**src/sv/rrid_pkg.sv**
```systemverilog
`timescale 1ns / 1ps
// ----------------------------------------------------------------------------
// rrid_pkg
// shared constants, codes and controller/datapath link types for the
// round-robin slot id allocator
// ----------------------------------------------------------------------------
package rrid_pkg;

    localparam int ID_W        = 5;
    localparam int ID_COUNT    = 2 ** ID_W;
    localparam int HANDLE_W    = 8;
    localparam int ACTION_W    = 2;
    localparam int STATUS_W    = 2;

    // slots checked per scan cycle
    localparam int SCAN_WIDTH  = 8;
    localparam int SCAN_STEPS  = ID_COUNT / SCAN_WIDTH;
    localparam int SCAN_CNT_W  = (SCAN_STEPS > 1) ? $clog2(SCAN_STEPS) : 1;

    localparam logic [ACTION_W-1:0] ACT_ALLOC   = 2'd0;
    localparam logic [ACTION_W-1:0] ACT_RESOLVE = 2'd1;
    localparam logic [ACTION_W-1:0] ACT_FREE    = 2'd2;

    localparam logic [STATUS_W-1:0] STATUS_OK         = 2'd0;
    localparam logic [STATUS_W-1:0] STATUS_POOL_EMPTY = 2'd1;
    localparam logic [STATUS_W-1:0] STATUS_TABLE_FULL = 2'd2;
    localparam logic [STATUS_W-1:0] STATUS_NOT_USED   = 2'd3;

    typedef struct packed {
        logic accept;
        logic scan_step;
        logic commit;
    } t_cmd;

    typedef struct packed {
        logic in_alloc;
        logic scan_hit;
        logic scan_last;
        logic out_free;
    } t_sts;

endpackage

```
**src/sv/rrid_req_if.sv**
```systemverilog
`timescale 1ns / 1ps
// ----------------------------------------------------------------------------
// rrid_req_if
// request channel: action, slot id and pool handle with valid/ready
// ----------------------------------------------------------------------------
interface rrid_req_if;
    logic                          valid;
    logic                          ready;
    logic [rrid_pkg::ACTION_W-1:0] action;
    logic [rrid_pkg::ID_W-1:0]     slot_id;
    logic [rrid_pkg::HANDLE_W-1:0] pool_handle;
    logic                          pool_ok;

    modport source (output valid, action, slot_id, pool_handle, pool_ok, input ready);
    modport sink   (input valid, action, slot_id, pool_handle, pool_ok, output ready);
endinterface

```
**src/sv/rrid_rsp_if.sv**
```systemverilog
`timescale 1ns / 1ps
// ----------------------------------------------------------------------------
// rrid_rsp_if
// response channel: result id, handle and status with valid/ready
// ----------------------------------------------------------------------------
interface rrid_rsp_if;
    logic                          valid;
    logic                          ready;
    logic [rrid_pkg::ID_W-1:0]     result_id;
    logic [rrid_pkg::HANDLE_W-1:0] result_handle;
    logic [rrid_pkg::STATUS_W-1:0] status;

    modport source (output valid, result_id, result_handle, status, input ready);
    modport sink   (input valid, result_id, result_handle, status, output ready);
endinterface

```
**src/sv/rrid_ctrl.sv**
```systemverilog
`timescale 1ns / 1ps
// ----------------------------------------------------------------------------
// rrid_ctrl
// sequencer: accepts one request, runs the free-slot scan for allocate,
// then commits the table update and the response
// ----------------------------------------------------------------------------
module rrid_ctrl (
    input  logic             i_clk,
    input  logic             i_rst_n,
    rrid_req_if.sink         i_req,
    input  rrid_pkg::t_sts   i_sts,
    output rrid_pkg::t_cmd   o_cmd
);

    localparam logic [1:0] S_IDLE = 2'd0;
    localparam logic [1:0] S_SCAN = 2'd1;
    localparam logic [1:0] S_RESP = 2'd2;

    logic [1:0] r_state;
    logic [1:0] n_state;

    always_ff @(posedge i_clk) begin
        if (!i_rst_n) begin
            r_state <= S_IDLE;
        end else begin
            r_state <= n_state;
        end
    end

    always_comb begin
        n_state         = r_state;
        o_cmd           = '0;
        i_req.ready     = 1'b0;
        case (r_state)
            S_IDLE: begin
                i_req.ready = 1'b1;
                if (i_req.valid) begin
                    o_cmd.accept = 1'b1;
                    n_state      = i_sts.in_alloc ? S_SCAN : S_RESP;
                end
            end
            S_SCAN: begin
                o_cmd.scan_step = 1'b1;
                if (i_sts.scan_hit || i_sts.scan_last) begin
                    n_state = S_RESP;
                end
            end
            S_RESP: begin
                if (i_sts.out_free) begin
                    o_cmd.commit = 1'b1;
                    n_state      = S_IDLE;
                end
            end
            default: begin
                n_state = S_IDLE;
            end
        endcase
    end

    // scan ends within the table size
    a_scan_bounded: assert property (@(posedge i_clk) disable iff (!i_rst_n)
        (r_state == S_SCAN) && i_sts.scan_last |=> (r_state == S_RESP))
        else $error("scan ran past the last group");

    // a transfer in always leads to a response stage before the next one
    a_accept_to_work: assert property (@(posedge i_clk) disable iff (!i_rst_n)
        o_cmd.accept |=> (r_state == S_SCAN) || (r_state == S_RESP))
        else $error("accepted request not processed");

    a_commit_only_in_resp: assert property (@(posedge i_clk) disable iff (!i_rst_n)
        o_cmd.commit |=> (r_state == S_IDLE))
        else $error("commit did not return to idle");

endmodule

```
**src/sv/rrid_dp.sv**
```systemverilog
`timescale 1ns / 1ps
// ----------------------------------------------------------------------------
// rrid_dp
// slot table datapath: used bits, handle memory, round-robin pointer,
// eight-slot scan window and the response register
// ----------------------------------------------------------------------------
module rrid_dp (
    input  logic             i_clk,
    input  logic             i_rst_n,
    rrid_req_if.sink         i_req,
    rrid_rsp_if.source       o_rsp,
    input  rrid_pkg::t_cmd   i_cmd,
    output rrid_pkg::t_sts   o_sts
);

    localparam int ID_W     = rrid_pkg::ID_W;
    localparam int HANDLE_W = rrid_pkg::HANDLE_W;

    logic [rrid_pkg::ID_COUNT-1:0]     r_used;
    logic [rrid_pkg::ID_COUNT-1:0]     n_used;
    logic [ID_W-1:0]                   r_next;
    logic [ID_W-1:0]                   n_next;
    logic [HANDLE_W-1:0]               r_handle_mem [rrid_pkg::ID_COUNT];
    logic [HANDLE_W-1:0]               r_rd_data;

    logic [rrid_pkg::ACTION_W-1:0]     r_action;
    logic [ID_W-1:0]                   r_slot_id;
    logic [HANDLE_W-1:0]               r_pool_handle;
    logic                              r_pool_ok;

    logic [ID_W-1:0]                   r_scan_base;
    logic [rrid_pkg::SCAN_CNT_W-1:0]   r_scan_cnt;
    logic [ID_W-1:0]                   r_found;
    logic                              r_found_ok;

    logic                              r_out_valid;
    logic [ID_W-1:0]                   r_out_id;
    logic [HANDLE_W-1:0]               r_out_handle;
    logic [rrid_pkg::STATUS_W-1:0]     r_out_status;
    logic [ID_W-1:0]                   n_out_id;
    logic [HANDLE_W-1:0]               n_out_handle;
    logic [rrid_pkg::STATUS_W-1:0]     n_out_status;

    logic                              mem_we;
    logic                              scan_hit;
    logic [ID_W-1:0]                   scan_idx;

    // first free slot in the current window, in round-robin order
    always_comb begin
        logic [ID_W-1:0] idx;
        scan_hit = 1'b0;
        scan_idx = r_scan_base;
        for (int j = rrid_pkg::SCAN_WIDTH - 1; j >= 0; j--) begin
            idx = r_scan_base + ID_W'(j);
            if (!r_used[idx]) begin
                scan_hit = 1'b1;
                scan_idx = idx;
            end
        end
    end

    assign o_sts.in_alloc  = (i_req.action == rrid_pkg::ACT_ALLOC);
    assign o_sts.scan_hit  = scan_hit;
    assign o_sts.scan_last = (r_scan_cnt == rrid_pkg::SCAN_CNT_W'(rrid_pkg::SCAN_STEPS - 1));
    assign o_sts.out_free  = !r_out_valid || o_rsp.ready;

    // response and table update for the item in hand
    always_comb begin
        n_used       = r_used;
        n_next       = r_next;
        mem_we       = 1'b0;
        n_out_id     = r_slot_id;
        n_out_handle = '0;
        n_out_status = rrid_pkg::STATUS_NOT_USED;
        case (r_action)
            rrid_pkg::ACT_ALLOC: begin
                n_out_id = '0;
                if (!r_found_ok) begin
                    n_out_status = rrid_pkg::STATUS_TABLE_FULL;
                end else begin
                    n_next = r_found;
                    if (!r_pool_ok) begin
                        n_out_status = rrid_pkg::STATUS_POOL_EMPTY;
                    end else begin
                        n_used[r_found] = 1'b1;
                        mem_we          = 1'b1;
                        n_out_id        = r_found;
                        n_out_handle    = r_pool_handle;
                        n_out_status    = rrid_pkg::STATUS_OK;
                    end
                end
            end
            rrid_pkg::ACT_RESOLVE: begin
                if (r_used[r_slot_id]) begin
                    n_out_handle = r_rd_data;
                    n_out_status = rrid_pkg::STATUS_OK;
                end
            end
            rrid_pkg::ACT_FREE: begin
                if (r_used[r_slot_id]) begin
                    n_out_handle        = r_rd_data;
                    n_out_status        = rrid_pkg::STATUS_OK;
                    n_used[r_slot_id]   = 1'b0;
                    if (r_slot_id == r_next) begin
                        n_next = r_next + ID_W'(1);
                    end
                end
            end
            default: begin
                n_out_status = rrid_pkg::STATUS_NOT_USED;
            end
        endcase
    end

    // handle memory, registered read
    always_ff @(posedge i_clk) begin
        if (i_cmd.commit && mem_we) begin
            r_handle_mem[r_found] <= r_pool_handle;
        end
        if (i_cmd.accept) begin
            r_rd_data <= r_handle_mem[i_req.slot_id];
        end
    end

    // control state
    always_ff @(posedge i_clk) begin
        if (!i_rst_n) begin
            r_used      <= '0;
            r_next      <= '0;
            r_out_valid <= 1'b0;
        end else begin
            if (i_cmd.commit) begin
                r_used      <= n_used;
                r_next      <= n_next;
                r_out_valid <= 1'b1;
            end else if (o_rsp.ready) begin
                r_out_valid <= 1'b0;
            end
        end
    end

    // item, scan and response payload
    always_ff @(posedge i_clk) begin
        if (i_cmd.accept) begin
            r_action      <= i_req.action;
            r_slot_id     <= i_req.slot_id;
            r_pool_handle <= i_req.pool_handle;
            r_pool_ok     <= i_req.pool_ok;
            r_scan_base   <= r_next;
            r_scan_cnt    <= '0;
            r_found_ok    <= 1'b0;
        end else if (i_cmd.scan_step) begin
            r_scan_base <= r_scan_base + ID_W'(rrid_pkg::SCAN_WIDTH);
            r_scan_cnt  <= r_scan_cnt + rrid_pkg::SCAN_CNT_W'(1);
            if (scan_hit) begin
                r_found    <= scan_idx;
                r_found_ok <= 1'b1;
            end
        end
        if (i_cmd.commit) begin
            r_out_id     <= n_out_id;
            r_out_handle <= n_out_handle;
            r_out_status <= n_out_status;
        end
    end

    assign o_rsp.valid         = r_out_valid;
    assign o_rsp.result_id     = r_out_id;
    assign o_rsp.result_handle = r_out_handle;
    assign o_rsp.status        = r_out_status;

    a_commit_has_room: assert property (@(posedge i_clk) disable iff (!i_rst_n)
        i_cmd.commit |-> o_sts.out_free)
        else $error("response overwritten before transfer");

    a_no_scan_after_hit: assert property (@(posedge i_clk) disable iff (!i_rst_n)
        i_cmd.scan_step |-> !r_found_ok)
        else $error("scan continued after a free slot was found");

    a_alloc_marks_used: assert property (@(posedge i_clk) disable iff (!i_rst_n)
        i_cmd.commit && (r_action == rrid_pkg::ACT_ALLOC) && r_found_ok && r_pool_ok
        |=> r_used[$past(r_found)] && (r_next == $past(r_found)))
        else $error("allocated slot not marked used");

    a_found_is_free: assert property (@(posedge i_clk) disable iff (!i_rst_n)
        i_cmd.commit && (r_action == rrid_pkg::ACT_ALLOC) && r_found_ok
        |-> !r_used[r_found])
        else $error("scan returned a used slot");

endmodule

```
**src/sv/round_robin_id_allocator.sv**
```systemverilog
`timescale 1ns / 1ps
// ----------------------------------------------------------------------------
// round_robin_id_allocator
// hands out slot ids round-robin, stores a pool handle per id, resolves and
// frees ids
// ----------------------------------------------------------------------------
//  port    | dir | contents
//  i_req   | in  | action, slot_id, pool_handle, pool_ok
//  o_rsp   | out | result_id, result_handle, status
//
//  resolve and free go from transfer in through the response stage to the
//  registered response; allocate first runs the scan, which checks 8 slots
//  per cycle from the pointer over the 32-slot table
//  one request in flight; the next is taken once the response is registered
//  a stalled response holds the block in its response stage only when a
//  second response is ready
//  reset clears the used bits and the pointer directly; no clearing pass
// ----------------------------------------------------------------------------
module round_robin_id_allocator (
    input  logic        i_clk,
    input  logic        i_rst_n,
    rrid_req_if.sink    i_req,
    rrid_rsp_if.source  o_rsp
);

    rrid_pkg::t_cmd cmd;
    rrid_pkg::t_sts sts;

    rrid_ctrl u_ctrl (
        .i_clk   (i_clk),
        .i_rst_n (i_rst_n),
        .i_req   (i_req),
        .i_sts   (sts),
        .o_cmd   (cmd)
    );

    rrid_dp u_dp (
        .i_clk   (i_clk),
        .i_rst_n (i_rst_n),
        .i_req   (i_req),
        .o_rsp   (o_rsp),
        .i_cmd   (cmd),
        .o_sts   (sts)
    );

endmodule

```
**src/flat_wrapper.sv**
```systemverilog
// flat-port wrapper written by rule: the top's interface ports become plain ports
module round_robin_id_allocator_flat 
  (i_clk, i_rst_n, i_req_valid, i_req_action, i_req_slot_id, i_req_pool_handle, i_req_pool_ok, i_req_ready, o_rsp_valid, o_rsp_result_id, o_rsp_result_handle, o_rsp_status, o_rsp_ready);
  rrid_req_if i_req_i ();
  rrid_rsp_if o_rsp_i ();
  input  logic i_clk;
  input  logic i_rst_n;
  input wire logic [$bits(i_req_i.valid)-1:0] i_req_valid;
  input wire logic [$bits(i_req_i.action)-1:0] i_req_action;
  input wire logic [$bits(i_req_i.slot_id)-1:0] i_req_slot_id;
  input wire logic [$bits(i_req_i.pool_handle)-1:0] i_req_pool_handle;
  input wire logic [$bits(i_req_i.pool_ok)-1:0] i_req_pool_ok;
  output wire logic [$bits(i_req_i.ready)-1:0] i_req_ready;
  output wire logic [$bits(o_rsp_i.valid)-1:0] o_rsp_valid;
  output wire logic [$bits(o_rsp_i.result_id)-1:0] o_rsp_result_id;
  output wire logic [$bits(o_rsp_i.result_handle)-1:0] o_rsp_result_handle;
  output wire logic [$bits(o_rsp_i.status)-1:0] o_rsp_status;
  input wire logic [$bits(o_rsp_i.ready)-1:0] o_rsp_ready;
  assign i_req_i.valid = i_req_valid;
  assign i_req_i.action = i_req_action;
  assign i_req_i.slot_id = i_req_slot_id;
  assign i_req_i.pool_handle = i_req_pool_handle;
  assign i_req_i.pool_ok = i_req_pool_ok;
  assign i_req_ready = i_req_i.ready;
  assign o_rsp_valid = o_rsp_i.valid;
  assign o_rsp_result_id = o_rsp_i.result_id;
  assign o_rsp_result_handle = o_rsp_i.result_handle;
  assign o_rsp_status = o_rsp_i.status;
  assign o_rsp_i.ready = o_rsp_ready;
  round_robin_id_allocator u_core (.i_clk(i_clk), .i_rst_n(i_rst_n), .i_req(i_req_i), .o_rsp(o_rsp_i));
endmodule
```
**config.mk**
```make
export PLATFORM = sky130hd
export DESIGN_NAME = round_robin_id_allocator_flat
export DESIGN_NICKNAME = d
export VERILOG_FILES = /design/src/sv/rrid_pkg.sv /design/src/sv/rrid_req_if.sv /design/src/sv/rrid_rsp_if.sv /design/src/sv/rrid_ctrl.sv /design/src/sv/rrid_dp.sv /design/src/sv/round_robin_id_allocator.sv /design/src/flat_wrapper.sv
export SDC_FILE = /design/constraint.sdc
export NUM_CORES = 1
export LEC_CHECK = 0
export BUFFER_PORTS_ARGS = -buffer_cell sky130_fd_sc_hd__buf_4
export CAP_MARGIN = 40
export CORE_MARGIN = 5
export CORE_UTILIZATION = 45
export CTS_CLUSTER_DIAMETER = 40
export DETAILED_ROUTE_END_ITERATION = 7
export PLACE_DENSITY = 0.67
export SYNTH_ARGS = -nofsm -noshare
export SYNTH_HDL_FRONTEND = slang
export SYNTH_SLANG_ARGS = --single-unit
```
**constraint.sdc**
```tcl
create_clock -name i_clk -period 4.7 [get_ports i_clk]
set_input_delay 0.47 -clock i_clk [delete_from_list [all_inputs] [get_ports i_clk]]
set_output_delay 0.47 -clock i_clk [all_outputs]
set_load 0.05 [all_outputs]
```
==> impl_results.md <==
- H-Tree Depth: 2
- Nets: 1118
- Post-synth top cells: edfxtp_1, mux4_2, nand2_1
- Crit path kind: reg -> reg
- CP Launch Type: register
- Total congestion overflow: 0
- Fin. Hold Viols: 0
- Post_cts resized: 0
- Avg Synthesized Cell Area: 15.73 um2
- Post-DP HPWL: 26.23 mm
- Top_reg_cell synth: edfxtp_1
- Longest Clk Path Bufs: 3
- Transition time of the tightest slew-check pin: 0.9483 ns
- Cell count after synthesis: 1042
- Worst ir drop on vdd: 0.3597 mV
- Gpl congestion: 0.8535
- PD cells: 393.2 mW/mm2
- Starting DRT DRC Count: 900
- Total clock buffers created by CTS: 42
- Final Slew Violations: 0
- Unrepaired setup endpoints after global routing: no
- Clock skew: 0.03582 ns
- Min cycle time layout: 4.156 ns
- Layout cells sized above 1: 25.04%
- Synth Warn #: 0
- Register area: 0.01002 mm2
- Worst-path clk slew: 0.05 ns
- Fill cell count: 2917
- Area share of the largest cell type after synthesis: 55.88%
- Detail Route Antenna Nets: 0
- Layout area overhead: 14.73%
- Post-synth design cell area: 0.01639 mm2
- Clock root cell: clkbuf_16
- WL/cell: 24.73 um
- CP max FO: 13
- CTS tree: done
- Initial antenna violation count: 0
- Post-layout util: 51.86%
- Sequential fraction of the synthesis area: 61.13%
- Die width: 200.9 um
- Arrival @ worst endpoint: 4.46 ns
- Vias per Instance: 6.109
- Crit end category: register
- Maxcap violations: 0
- GRT Resource Usage Total: 19.45%
- Total power: 7.395 mW
- Die area: 0.04034 mm2
- Post-CTS Setup Inserts: 0
- Ys async rst share: 0%
- Synth top area cells: edfxtp_1, mux4_2, dfxtp_1
- Total Wirelength: 39.13 mm
- Achievable Freq: 240.6 MHz
- Largest net degree at the start of global routing: 51
- Setup Viol. Count Final: 0
- Period utilisation layout: 88.42%
- Register bit total from synthesis: 348
- Status: finished, final reports clean
- Rows: 70
- Top-Level Pins: 37
- Total number of vias: 9665
- Required time worst endpoint: 5.01 ns
- Vias in the first global route: 9748
- Clock latency on the worst-skew pair: 0.56 ns
- Multi-input gate area: 0.006010 mm2
- Starting Density: 45.20%
- Core area: 0.03626 mm2
- Leading area contributor after synthesis: edfxtp_1
- 1st-pass router iterations: 5
- CTS Hold Bufs: 0
- Post-synth net total: 1077
- Number of remaining DRC errors: 0
- Setup_tns: 0 ns
- Sink Count: 348
- EDFF count, synth: 305
- Port Buffer Count: 36
- Count leader, synth: edfxtp_1
- Die H: 200.9 um
- Netlist cell types: 72
- Hold Path Class: in -> reg
- Slew Limit Headroom: 36.78%
- ANT cells: 0
- Global-route wire length before repair: 61.02 mm
- Lkg Pwr: 6.152 nW
-- where the power goes --
part | leakage (nW) | internal [mW] | switching [mW]
Sequential | 3.12 | 3.41 | 0.0530
Clock | 0.703 | 2.09 | 1.27
Combinational | 2.33 | 0.244 | 0.324
-- cells in the final DEF, fill, tap and decap left out, types with 15 or more instances in the layout --
master | synthesis | layout
mux2i_1 | 33 | 33
o21ai_0 | 51 | 51
nand2_1 | 78 | 78
a21boi_0 | 20 | 20
edfxtp_1 | 305 | 305
ha_1 | 15 | 15
a21oi_1 | 18 | 18
buf_4 | 0 | 46
mux2_2 | 26 | 26
inv_1 | 18 | 18
mux4_2 | 121 | 121
clkbuf_16 | 0 | 43
nor2_1 | 61 | 61
dfxtp_1 | 43 | 43
-- registers in the layout, indices dropped and copies added (netlist names), 5 cells and up --
| name | count |
|---|---|
| u_core.u_dp.r_scan_base | 5 |
| u_core.u_dp.r_pool_handle | 8 |
| u_core.u_dp.r_handle_mem | 256 |
| u_core.u_dp.r_slot_id | 5 |
| u_core.u_dp.o_rsp.result_id | 5 |
| u_core.u_dp.r_used | 32 |
| u_core.u_dp.r_rd_data | 8 |
| u_core.u_dp.r_next | 5 |
| u_core.u_dp.r_found | 5 |
| u_core.u_dp.o_rsp.result_handle | 8 |
-- worst max-delay path: stages (launching register included) --
cell       delay, ns
edfxtp_1        0.64
inv_2           0.33
ha_1            0.28
a21boi_1        0.28
xor2_1          0.44
mux2_2          0.40
a2111o_1        0.50
a22o_1          0.24
a222oi_1        0.26
a2111oi_0       0.13
o31ai_1         0.41
-- logic make-up (layout without fill, tap and decap cells) --
family          Yosys count  count (layout)  share of synthesized area [%]
fa+ha+maj                15              15                          1.145
buf+inv                  83             155                          2.206
flops                   348             348                          61.13
mux                     183             183                          20.91
xor+xnor                 22              22                          1.221
compound gates          163             163                          6.634
simple gates            228             228                          6.756
-- stage by stage --
step	instance area (um2)	cells	setup WS, ns	hold slack (ns)
finish	18810	1582	0.5443	0.1003
global route	18810	1582	0.3496	0.08601
CTS	18800	1581	0.5330	0.08282
detailed placement	17340	1506	0.5694	0.4626
global placement	17060	1495	0.6230	0.4420
floorplan	16390	1042	0.8478	0.4291
-- area by class of cell --
type / count / share of cell area (%)
clock buffer: 50 / 5.915
clock inverter: 25 / 1.863
inverter: 22 / 0.4391
multi-input combinational: 611 / 31.96
sequential: 348 / 53.28
tap: 468 / 3.114
timing repair buffer: 58 / 3.433
-- metal layers --
| layer | GRT usage [%] | vias to the layer above | share of wire [%] |
|---|---|---|---|
| met5 | 0 | - | 0 |
| met3 | 3.489 | 78 | 7.1 |
| li1 | - | 4252 | - |
| met4 | 6.637 | 0 | 3.1 |
| met2 | 31.67 | 416 | 49 |
| met1 | 26.73 | 4919 | 41 |
-- path summary, 6_finish.rpt --
kind	from	to	slack, ns	depth (start not counted)
worst max-delay path	u_core.u_dp.r_scan_base[2]$_DFFE_PP_	u_core.u_dp.r_found[4]$_DFFE_PP_	0.54	10
worst min-delay path	i_req_pool_handle[7]	u_core.u_dp.r_pool_handle[7]$_DFFE_PP_	0.10	1
worst max register to register	u_core.u_dp.r_scan_base[2]$_DFFE_PP_	u_core.u_dp.r_found[4]$_DFFE_PP_	0.54	10
worst min register to register	u_core.u_dp.r_scan_cnt[1]$_SDFFE_PP0P_	u_core.u_dp.r_scan_cnt[1]$_SDFFE_PP0P_	0.47	2
Power figures use the tool's default switching activity.
